File: src/rtl/core/sssp_pkg.sv
package sssp_pkg;

    localparam int MAX_NODES   = 64;
    localparam int NODE_BITS   = $clog2(MAX_NODES);
    localparam int COUNT_BITS  = $clog2(MAX_NODES + 1);
    localparam int MAX_EDGES   = 1024;
    localparam int EADDR_BITS  = $clog2(MAX_EDGES);
    localparam int ECNT_BITS   = $clog2(MAX_EDGES + 1);
    localparam int WEIGHT_BITS = 16;
    localparam int DIST_BITS   = 24;
    localparam int EDGE_BITS   = 2 * NODE_BITS + WEIGHT_BITS;
    localparam int CFG_BITS    = 7;

    localparam logic [DIST_BITS-1:0] DIST_MAX = {DIST_BITS{1'b1}};

    typedef enum logic [0:0] {
        REG_START_NODE = 1'b0,
        REG_NODE_COUNT = 1'b1
    } t_reg_idx;

    typedef struct packed {
        logic load;
        logic init;
        logic pass_start;
        logic erd;
        logic drd;
        logic relax;
        logic ord;
        logic oload;
        logic finish;
    } t_cmd;

    typedef struct packed {
        logic pass_end;
        logic changed;
        logic last_node;
        logic out_free;
    } t_sts;

endpackage

File: src/rtl/core/sssp_ctrl.sv
module sssp_ctrl (
    input  logic           i_clk,
    input  logic           i_rst_n,
    input  logic           i_in_valid,
    input  logic           i_in_last,
    output logic           o_in_ready,
    input  sssp_pkg::t_sts i_sts,
    output sssp_pkg::t_cmd o_cmd
);

    typedef enum logic [6:0] {
        S_LOAD  = 7'b0000001,
        S_INIT  = 7'b0000010,
        S_ERD   = 7'b0000100,
        S_DRD   = 7'b0001000,
        S_RELAX = 7'b0010000,
        S_ORD   = 7'b0100000,
        S_OWAIT = 7'b1000000
    } t_state;

    t_state r_state, n_state;

    always_ff @(posedge i_clk) begin
        if (!i_rst_n) begin
            r_state <= S_LOAD;
        end else begin
            r_state <= n_state;
        end
    end

    assign o_in_ready = (r_state == S_LOAD);

    always_comb begin
        n_state = r_state;
        o_cmd   = '0;
        case (r_state)
            S_LOAD: begin
                if (i_in_valid) begin
                    o_cmd.load = 1'b1;
                    if (i_in_last) begin
                        n_state = S_INIT;
                    end
                end
            end
            S_INIT: begin
                o_cmd.init       = 1'b1;
                o_cmd.pass_start = 1'b1;
                n_state          = S_ERD;
            end
            S_ERD: begin
                o_cmd.erd = 1'b1;
                n_state   = S_DRD;
            end
            S_DRD: begin
                o_cmd.drd = 1'b1;
                n_state   = S_RELAX;
            end
            S_RELAX: begin
                o_cmd.relax = 1'b1;
                if (!i_sts.pass_end) begin
                    n_state = S_ERD;
                end else if (i_sts.changed) begin
                    o_cmd.pass_start = 1'b1;
                    n_state          = S_ERD;
                end else begin
                    n_state = S_ORD;
                end
            end
            S_ORD: begin
                o_cmd.ord = 1'b1;
                n_state   = S_OWAIT;
            end
            S_OWAIT: begin
                if (i_sts.out_free) begin
                    o_cmd.oload = 1'b1;
                    if (i_sts.last_node) begin
                        o_cmd.finish = 1'b1;
                        n_state      = S_LOAD;
                    end else begin
                        n_state = S_ORD;
                    end
                end
            end
            default: begin
                n_state = S_LOAD;
            end
        endcase
    end

endmodule

File: config.mk
export PLATFORM = sky130hd
export DESIGN_NAME = sssp_ctrl
export DESIGN_NICKNAME = d
export VERILOG_FILES = /design/src/rtl/core/sssp_pkg.sv /design/src/rtl/core/sssp_ctrl.sv
export SDC_FILE = /design/constraint.sdc
export NUM_CORES = 1
export LEC_CHECK = 0
export BUFFER_PORTS_ARGS = -buffer_cell sky130_fd_sc_hd__buf_4
export CELL_PAD_IN_SITES_DETAIL_PLACEMENT = 1
export CELL_PAD_IN_SITES_GLOBAL_PLACEMENT = 1
export CORE_MARGIN = 2
export CORE_UTILIZATION = 34
export DETAILED_ROUTE_END_ITERATION = 10
export PLACE_DENSITY_LB_ADDON = 0.1
export SLEW_MARGIN = 20
export SYNTH_ARGS = -nofsm -noshare
export SYNTH_HDL_FRONTEND = slang
export SYNTH_SLANG_ARGS = --single-unit
File: constraint.sdc
create_clock -name i_clk -period 3.89 [get_ports i_clk]
set_input_delay 1.167 -clock i_clk [delete_from_list [all_inputs] [get_ports i_clk]]
set_output_delay 1.167 -clock i_clk [all_outputs]
set_load 0.1 [all_outputs]
==> results of run 1 <==
cells by family after synthesis:
logic type / count (synthesis) / synth area share (%)
AOI/OAI and AO/OA: 9 / 17.6
xor gates and xnor gates: 1 / 1.93
buffers and inverters: 7 / 6.61
DFF: 7 / 30.9
and+or+nand+nor: 32 / 43.0
routing by layer:
| layer | wire length [microns] | up-vias |
|---|---|---|
| met1 | 564 | 224 |
| met5 | 0 | - |
| met2 | 620 | 15 |
| li1 | - | 246 |
| met4 | 8 | 0 |
| met3 | 86 | 2 |
placed cells by master, fill, tap and decap left out, drive strengths merged:
master  count
xor2        1
clkbuf      4
nor2        7
a22oi       1
nand3       3
nor2b       2
inv         6
nor3        1
and4bb      1
nor4b       1
nor4        1
o21ai       1
nor3b       3
nand2       3
a21oi       1
a221o       1
and2        3
dfxtp       7
nand3b      1
buf        17
a32oi       1
o221ai      1
a41oi       1
and3        6
a211o       1
o221a       1
worst paths after layout:
check / endpoint / cells after the start / startpoint
max reg2reg: r_state[0] / 4 / r_state[2]
min: r_state[1] / 1 / r_state[1]
max: o_cmd[6] / 5 / r_state[2]
min reg2reg: r_state[1] / 1 / r_state[1]
through the flow:
stage          cells  worst slack [ns]
2_1_floorplan     56           -0.0896
3_3_place_gp      87             0.901
3_5_place_dp      87             0.890
6_report          91             0.795
5_1_grt           91             0.712
4_1_cts           91             0.796
cell usage after synthesis, drive strengths merged:
library cell,number,share of area [%]
inv,6,5.0
xor2,1,1.9
nand3,3,3.3
nor4,1,2.8
nor2b,2,2.8
and4bb,1,2.8
a32oi,1,1.9
o21ai,1,1.1
dfxtp,7,31
and3,6,8.8
nand2,3,2.5
buf,1,1.7
o221a,1,2.5
a21oi,1,1.1
and2,3,4.1
o221ai,1,3.3
nand3b,1,1.7
a41oi,1,1.9
nor2,7,6.3
nor3,1,1.1
nor4b,1,1.9
a221o,1,2.2
a22oi,1,1.7
a211o,1,1.9
nor3b,3,5.0
report_power, final:
part	switching (uW)	total [uW]	leakage [uW]	internal, uW
Combinational	46.4	69.1	0.000240	22.7
Clock	28.0	67.2	0.0000150	39.2
Sequential	3.00	77.1	0.0000568	74.1
Total	77.5	213	0.000312	136
critical path: cells and delay by family, from the launching register on:
family,cells,cell delay [ns]
DFF,1,0.38
buffers and inverters,1,0.28
and+or+nand+nor,4,1.00
area by class of cell:
type / instances / share of cell area (%)
timing repair buffer: 17 / 20.6
multi-input combinational: 42 / 46.0
tap: 15 / 3.02
sequential: 7 / 22.6
clock buffer: 4 / 4.23
inverter: 6 / 3.63
==> flow_metrics.py, run 1 <==
metrics = {
    "status": {
        "outcome": "finished, final reports clean",
    },
    "route": {
        "wl_mm": 1.28,
        "wl_per_cell_microns": 14.1,
        "vias": 487,
        "postRouteAntennaNets": 0,
        "first_pass_iters": 4,
        "via_per_inst": 5.35,
        "drt_iter0_markers": 6,
        "drc": 0,
    },
    "sta": {
        "final_hold_viol_count": 0,
        "hold_ws_ns": 0.613,
        "max_freq_mhz": 323,
        "finalSetupViolations": 0,
        "drv_slew": 0,
        "min_period_ns": 3.09,
        "period_share_pct": 79.6,
        "worst_pin_slew_ns": 0.492,
        "clock-skew-final_ns": 0.00461,
        "relSlewSlack_pct": 66.9,
        "grt_setup_unrepaired": "false",
        "setup_tns_ns": 0,
    },
    "synth": {
        "avgSynthCellArea_sq_um": 8.11,
        "synth-seq-cells": 7,
        "syn_area_sq_um": 454,
        "synth_nets": 64,
        "ys.warnings.count": 0,
        "synthCells": 56,
        "ys_seq_area_share_pct": 30.9,
        "synth_cell_types": 27,
    },
    "layout": {
        "reg_top3": "r_state: 7 flops",
        "regMostFlops": "r_state",
        "final-seq-area_sq_um": 140,
        "multi_input_area_sq_um": 285,
        "area_growth_pct": 36.6,
        "final_util_pct": 48.9,
        "drive_gt1_share_pct": 34.2,
        "finalNetCount": 85,
        "final_area_sq_um": 621,
        "diodes": 0,
        "fillers": 165,
        "largest_reg_flops": 7,
    },
    "global_routing": {
        "antenna_found_initial": 0,
        "grt_overflow": 0,
        "grt_max_degree": 7,
        "gr-usage-met2_pct": 31.3,
        "grtUsageMet3_pct": 8.33,
        "grt_pass1_wl_mm": 1.92,
        "grt_util_all_layers_pct": 19.1,
        "first_global_vias": 415,
        "busiest_layer": "met2",
        "use_met1_pct": 22.3,
    },
    "worst_setup_path": {
        "cp-end-kind": "primary output",
        "crit_chain": "nor4_2, and3_1, nand3_1, nand2_1, buf_4",
        "start_kind": "flip-flop",
        "reg2reg_slack_ns": 2.31,
        "worstSetupPathType": "reg2out",
        "required_ns": 2.72,
        "cp_slowest_cell": "nor4_2",
        "worstPathArrival_ns": 1.93,
        "crit_path_max_fanout": 6,
        "slowest_delay_ns": 0.47,
    },
    "clocking": {
        "cts_root_buf": "clkbuf_4",
        "post_cts_buffers": 0,
        "post_cts_resized": 0,
        "hold_buffers": 0,
        "cts_max_level": 1,
        "cts.path.max_buffers": 2,
        "cts.sinks": 7,
        "cts.clk_slew.worst_paths_ns": 0.05,
        "insertion_delay_ns": 0.25,
        "cts_buffers": 3,
        "tritoncts": "built",
    },
    "floorplanning": {
        "coreArea_sq_um": 1270,
        "die_w_microns": 40.6,
        "dieArea_sq_um": 1640,
        "floorplan.die.height_microns": 40.6,
        "pin_count": 18,
        "start_util_pct": 35.8,
        "rows": 13,
    },
    "place": {
        "numPortBuffers": 17,
        "dp_hpwl_mm": 1.06,
        "place_area_sq_um": 594,
        "gp_congestion": 0.698,
    },
    "power_and_ir_drop": {
        "leakagePower_uw": 0.000312,
        "power_density_nw_per_um2": 344,
        "power.total_uw": 213,
        "vdd_ir_drop_max_mv": 0.220,
    },
    "worst_hold_path": {
        "min_path_type": "reg2reg",
    },
    "job": {
        "drv_cap": 0,
    },
}
Power figures use the tool's default switching activity.
==> run 2: changes to the inputs <==
Settings changed: CORE_UTILIZATION 34 to 28.
Clock period 3.89 ns to 2.8 ns, I/O delays scaled along.
==> run 2 against run 1 <==
  * Core utilization decreased by 6.8 points
  * Non-clock buffer count rose by 1
  * Final area up 2.2%
  * Worst hold slack better by 0.013 ns
  * Final cell count up 2.2%
  * Sequential share of layout area fell by 0.49 points
  * Clock-buffer cell count did not move
  * Die area rose by 19%
  * Critical endpoint unchanged
  * Highest routed layer is now met3
==> flow_metrics.py, run 2 (synthesis gave the netlist of run 1 again) <==
metrics = {
    "power_and_ir_drop": {
        "leakagePower_uw": 0.000316,
        "power_density_nw_per_um2": 470,
        "vdd_ir_drop_max_mv": 0.257,
    },
    "route": {
        "via_per_inst": 5.10,
        "vias": 474,
        "wl_mm": 1.23,
        "wl_met3_microns": 65,
        "first_pass_iters": 2,
        "wl_per_cell_microns": 13.3,
        "wl_met1_microns": 565,
        "postRouteAntennaNets": 0,
        "wl_met2_microns": 604,
        "highest_layer": "met3",
        "drt_iter0_markers": 7,
        "drc": 0,
    },
    "worst_setup_path": {
        "startpoint": "r_state[1]",
        "r2r_start": "r_state[2]",
        "worstSetupPathType": "reg2out",
        "worstPathArrival_ns": 1.70,
        "cp-end-kind": "primary output",
        "required_ns": 1.96,
        "start_kind": "flip-flop",
        "crit_path_max_fanout": 6,
        "reg2reg_depth": 4,
    },
    "sta": {
        "finalSetupViolations": 0,
        "grt_setup_unrepaired": "false",
        "clock-skew-final_ns": 0.00173,
        "max_freq_mhz": 393,
        "setup_tns_ns": 0,
        "final_hold_viol_count": 0,
        "relSlewSlack_pct": 74.6,
        "layout_setup_ws_ns": 0.257,
        "min_period_ns": 2.54,
        "drv_slew": 0,
        "period_share_pct": 90.8,
        "worst_pin_slew_ns": 0.378,
    },
    "floorplanning": {
        "coreArea_sq_um": 1510,
        "floorplan.die.height_microns": 44.3,
        "rows": 14,
        "die_w_microns": 44.3,
        "dieArea_sq_um": 1960,
        "pin_count": 18,
        "start_util_pct": 30.1,
    },
    "global_routing": {
        "first_global_vias": 464,
        "grt_pass1_wl_mm": 2.10,
        "grt_util_all_layers_pct": 15.1,
        "antenna_found_initial": 0,
        "grt_max_degree": 7,
        "grt_overflow": 0,
    },
    "clocking": {
        "tritoncts": "built",
        "cts_buffers": 3,
        "cts.path.max_buffers": 2,
        "cts_root_buf": "clkbuf_4",
        "insertion_delay_ns": 0.25,
        "post_cts_resized": 0,
        "cts.sinks": 7,
        "cts_max_level": 1,
        "hold_buffers": 0,
        "cts.clk_slew.worst_paths_ns": 0.05,
        "post_cts_buffers": 0,
    },
    "layout": {
        "final_area_sq_um": 634,
        "diodes": 0,
        "finalNetCount": 86,
        "final_util_pct": 42.1,
        "reg_top3": "r_state: 7 flops",
        "largest_reg_flops": 7,
        "layout.cells.most_common_list": "buf_4, dfxtp_1, nor2_1, inv_1",
        "regMostFlops": "r_state",
        "final_common_cell": "buf_4",
        "area_growth_pct": 39.7,
        "drive_gt1_share_pct": 39.0,
        "instances_no_fill": 93,
    },
    "place": {
        "place_inst": 89,
        "gp_congestion": 0.765,
        "numPortBuffers": 17,
        "preCtsSetupSlack_ns": 0.434,
        "place_area_sq_um": 608,
        "dp_hpwl_mm": 1.02,
    },
    "job": {
        "drv_cap": 0,
    },
    "status": {
        "outcome": "finished, final reports clean",
    },
    "worst_hold_path": {
        "min_path_type": "reg2reg",
        "whs_path_depth": 1,
        "min-delay-start": "r_state[1]",
    },
}
==> run 2: cell count changes in the layout (fill, tap and decap cells not counted) <==
| cell | change |
|---|---|
| nand2_2 | +1 |
| and2_2 | +1 |
| buf_4 | +1 |
| nand2_1 | -1 |
| and3_1 | -1 |
| and2_1 | -1 |
| and3_2 | +1 |
==> run 2: worst paths after layout <==
path | slack (ns) | endpoint
worst max register to register | 1.34 | r_state[0]
worst min-delay path | 0.63 | r_state[1]
worst min register to register | 0.63 | r_state[1]
worst max-delay path | 0.26 | o_cmd[6]
==> run 2: worst max-delay path, stage by stage (launching register included) <==
cell	delay, ns
dfxtp_1	0.36
nor4_2	0.29
and3_1	0.32
nand3_1	0.12
nand2_2	0.07
buf_4	0.28
==> run 2: report_power, final <==
group          internal (uW)  switching [uW]
Clock                   54.5            39.0
Sequential               103            4.59
Combinational           33.9            63.6
==> run 2: layout make-up <==
cell class	count	area, sq um
Fill cell	191	872
Multi-Input combinational cell	42	290
Sequential cell	7	140
Timing Repair Buffer	18	135
Clock buffer	4	26.3
Inverter	6	22.5
Tap cell	16	20.0
==> run 2: through the flow <==
stage                     hold slack [ns]  power (uW)
after floorplan                     0.579         180
after global placement              0.614         207
after detailed placement            0.612         208
after CTS                           0.624         303
after global routing                0.653         318
final                               0.625         298
==> run 2: per-layer routing <==
metal  vias up  GRT usage (%)
met5         -              0
met3         0           8.57
li1        245              -
met4         0           1.82
met1       220           18.0
met2         9           24.4
==> run 3: changes to the inputs <==
Settings changed: CORE_MARGIN 2 to default.
==> run 3 against run 2 <==
  * Clock skew is 0.0015 ns lower
  * Non-clock buffer count stayed put
  * Routed wire length is 2.9% higher
  * Largest power group unchanged
  * Combinational power about the same
  * Sequential cell count unchanged
  * Final cell count is the same
  * Worst setup slack lost 0.023 ns
  * Sequential share of layout area did not move
  * Largest cell class unchanged
  * Final area unchanged
==> flow_metrics.py, run 3 (synthesis gave the netlist of run 1 again) <==
metrics = {
    "sta": {
        "finalSetupViolations": 0,
        "min_period_ns": 2.57,
        "layout_setup_ws_ns": 0.235,
        "grt_setup_unrepaired": "false",
        "worst_pin_slew_ns": 0.398,
        "setup_tns_ns": 0,
        "drv_slew": 0,
        "relSlewSlack_pct": 73.2,
        "final_hold_viol_count": 0,
        "period_share_pct": 91.6,
        "max_freq_mhz": 390,
        "clock-skew-final_ns": 0.000240,
    },
    "floorplanning": {
        "start_util_pct": 30.1,
        "pin_count": 18,
        "floorplan.die.height_microns": 42.3,
        "coreArea_sq_um": 1510,
        "rows": 14,
        "dieArea_sq_um": 1790,
        "die_w_microns": 42.3,
    },
    "global_routing": {
        "first_global_vias": 452,
        "grt_max_degree": 7,
        "grt_util_all_layers_pct": 15.8,
        "grt_overflow": 0,
        "antenna_found_initial": 0,
        "grt_pass1_wl_mm": 2.01,
    },
    "route": {
        "drc": 0,
        "vias": 475,
        "via_per_inst": 5.11,
        "first_pass_iters": 3,
        "wl_mm": 1.27,
        "drt_iter0_markers": 3,
        "postRouteAntennaNets": 0,
        "wl_per_cell_microns": 13.7,
    },
    "place": {
        "numPortBuffers": 17,
        "preCtsSetupSlack_ns": 0.432,
        "gp_congestion": 0.770,
        "dp_hpwl_mm": 1.01,
    },
    "worst_setup_path": {
        "start_kind": "flip-flop",
        "slowest_delay_ns": 0.38,
        "rr_endpoint": "r_state[0]",
        "reg2reg_slack_ns": 1.33,
        "worstPathArrival_ns": 1.73,
        "r2r_start": "r_state[2]",
        "crit_path_max_fanout": 6,
        "required_ns": 1.96,
        "worstSetupPathType": "reg2out",
        "reg2reg_depth": 4,
        "crit_chain": "nor4_2, and3_1, nand3_1, nand2_2, buf_4",
        "cp_slowest_cell": "dfxtp_1",
        "cp-end-kind": "primary output",
    },
    "clocking": {
        "insertion_delay_ns": 0.25,
        "cts.path.max_buffers": 2,
        "cts.sinks": 7,
        "hold_buffers": 0,
        "cts_root_buf": "clkbuf_4",
        "cts_buffers": 3,
        "cts.clk_slew.worst_paths_ns": 0.05,
        "post_cts_buffers": 0,
        "tritoncts": "built",
        "post_cts_resized": 0,
        "cts_max_level": 1,
    },
    "layout": {
        "layout.cells.most_common_list": "buf_4, dfxtp_1, nor2_1, inv_1",
        "area_growth_pct": 39.7,
        "reg_top3": "r_state: 7 flops",
        "drive_gt1_share_pct": 39.0,
        "fillers": 200,
        "final_common_cell": "buf_4",
        "regMostFlops": "r_state",
        "diodes": 0,
        "finalNetCount": 86,
        "largest_reg_flops": 7,
    },
    "worst_hold_path": {
        "min_to": "r_state[1]",
        "min-delay-start": "r_state[1]",
        "min_path_type": "reg2reg",
        "whs_path_depth": 1,
    },
    "power_and_ir_drop": {
        "leakagePower_uw": 0.000316,
        "power_density_nw_per_um2": 470,
        "vdd_ir_drop_max_mv": 0.235,
    },
    "status": {
        "outcome": "finished, final reports clean",
    },
    "job": {
        "drv_cap": 0,
    },
}
run 3: how the worst max path moves through the flow:
stage                    start  endpoint  slack, ns  cells past startpoint
floorplan           r_state[0]  o_cmd[4]      -0.85                      3
global placement      i_sts[0]  o_cmd[0]       0.44                      4
detailed placement    i_sts[0]  o_cmd[0]       0.43                      4
CTS                 r_state[2]  o_cmd[6]       0.22                      5
global route        r_state[1]  o_cmd[6]       0.08                      5
finish              r_state[2]  o_cmd[6]       0.23                      5
run 3: metrics by stage:
| stage | total power [uW] | area (sq um) | utilization [%] | hold WS, ns | cells |
|---|---|---|---|---|---|
| final | 298 | 634 | 42.1 | 0.623 | 93 |
| after global routing | 319 | 634 | 42.1 | 0.669 | 93 |
| after CTS | 303 | 634 | 42.1 | 0.633 | 93 |
| after detailed placement | 207 | 608 | 40.4 | 0.604 | 89 |
| after global placement | 207 | 608 | 40.4 | 0.614 | 89 |
| after floorplan | 180 | 460 | - | 0.579 | 56 |
run 3: area by class of cell:
cell class	count	area [sq um]	area share (%)
multi-input combinational	42	290	45.8
clock buffer	4	26.3	4.14
sequential	7	140	22.1
tap	16	20.0	3.16
timing repair buffer	18	135	21.3
inverter	6	22.5	3.55
run 3: critical path, delay by kind of cell, from the launching register on:
kind	cells	cell delay, ns
DFF	1	0.38
buffers and inverters	1	0.28
and+or+nand+nor	4	0.80
run 3: where the power goes:
group          switching, uW  leakage (uW)  internal, uW
logic                   63.7      0.000245          33.9
registers               4.21     0.0000568           103
clock network           39.1     0.0000150          54.5
run 3: per-layer routing:
| metal | vias up | track usage [%] | routed length, microns |
|---|---|---|---|
| met3 | 5 | 7.76 | 71 |
| met1 | 215 | 17.8 | 590 |
| met4 | 0 | 7.50 | 23 |
| met2 | 11 | 24.6 | 584 |
| met5 | - | 0 | 0 |
| li1 | 244 | - | - |
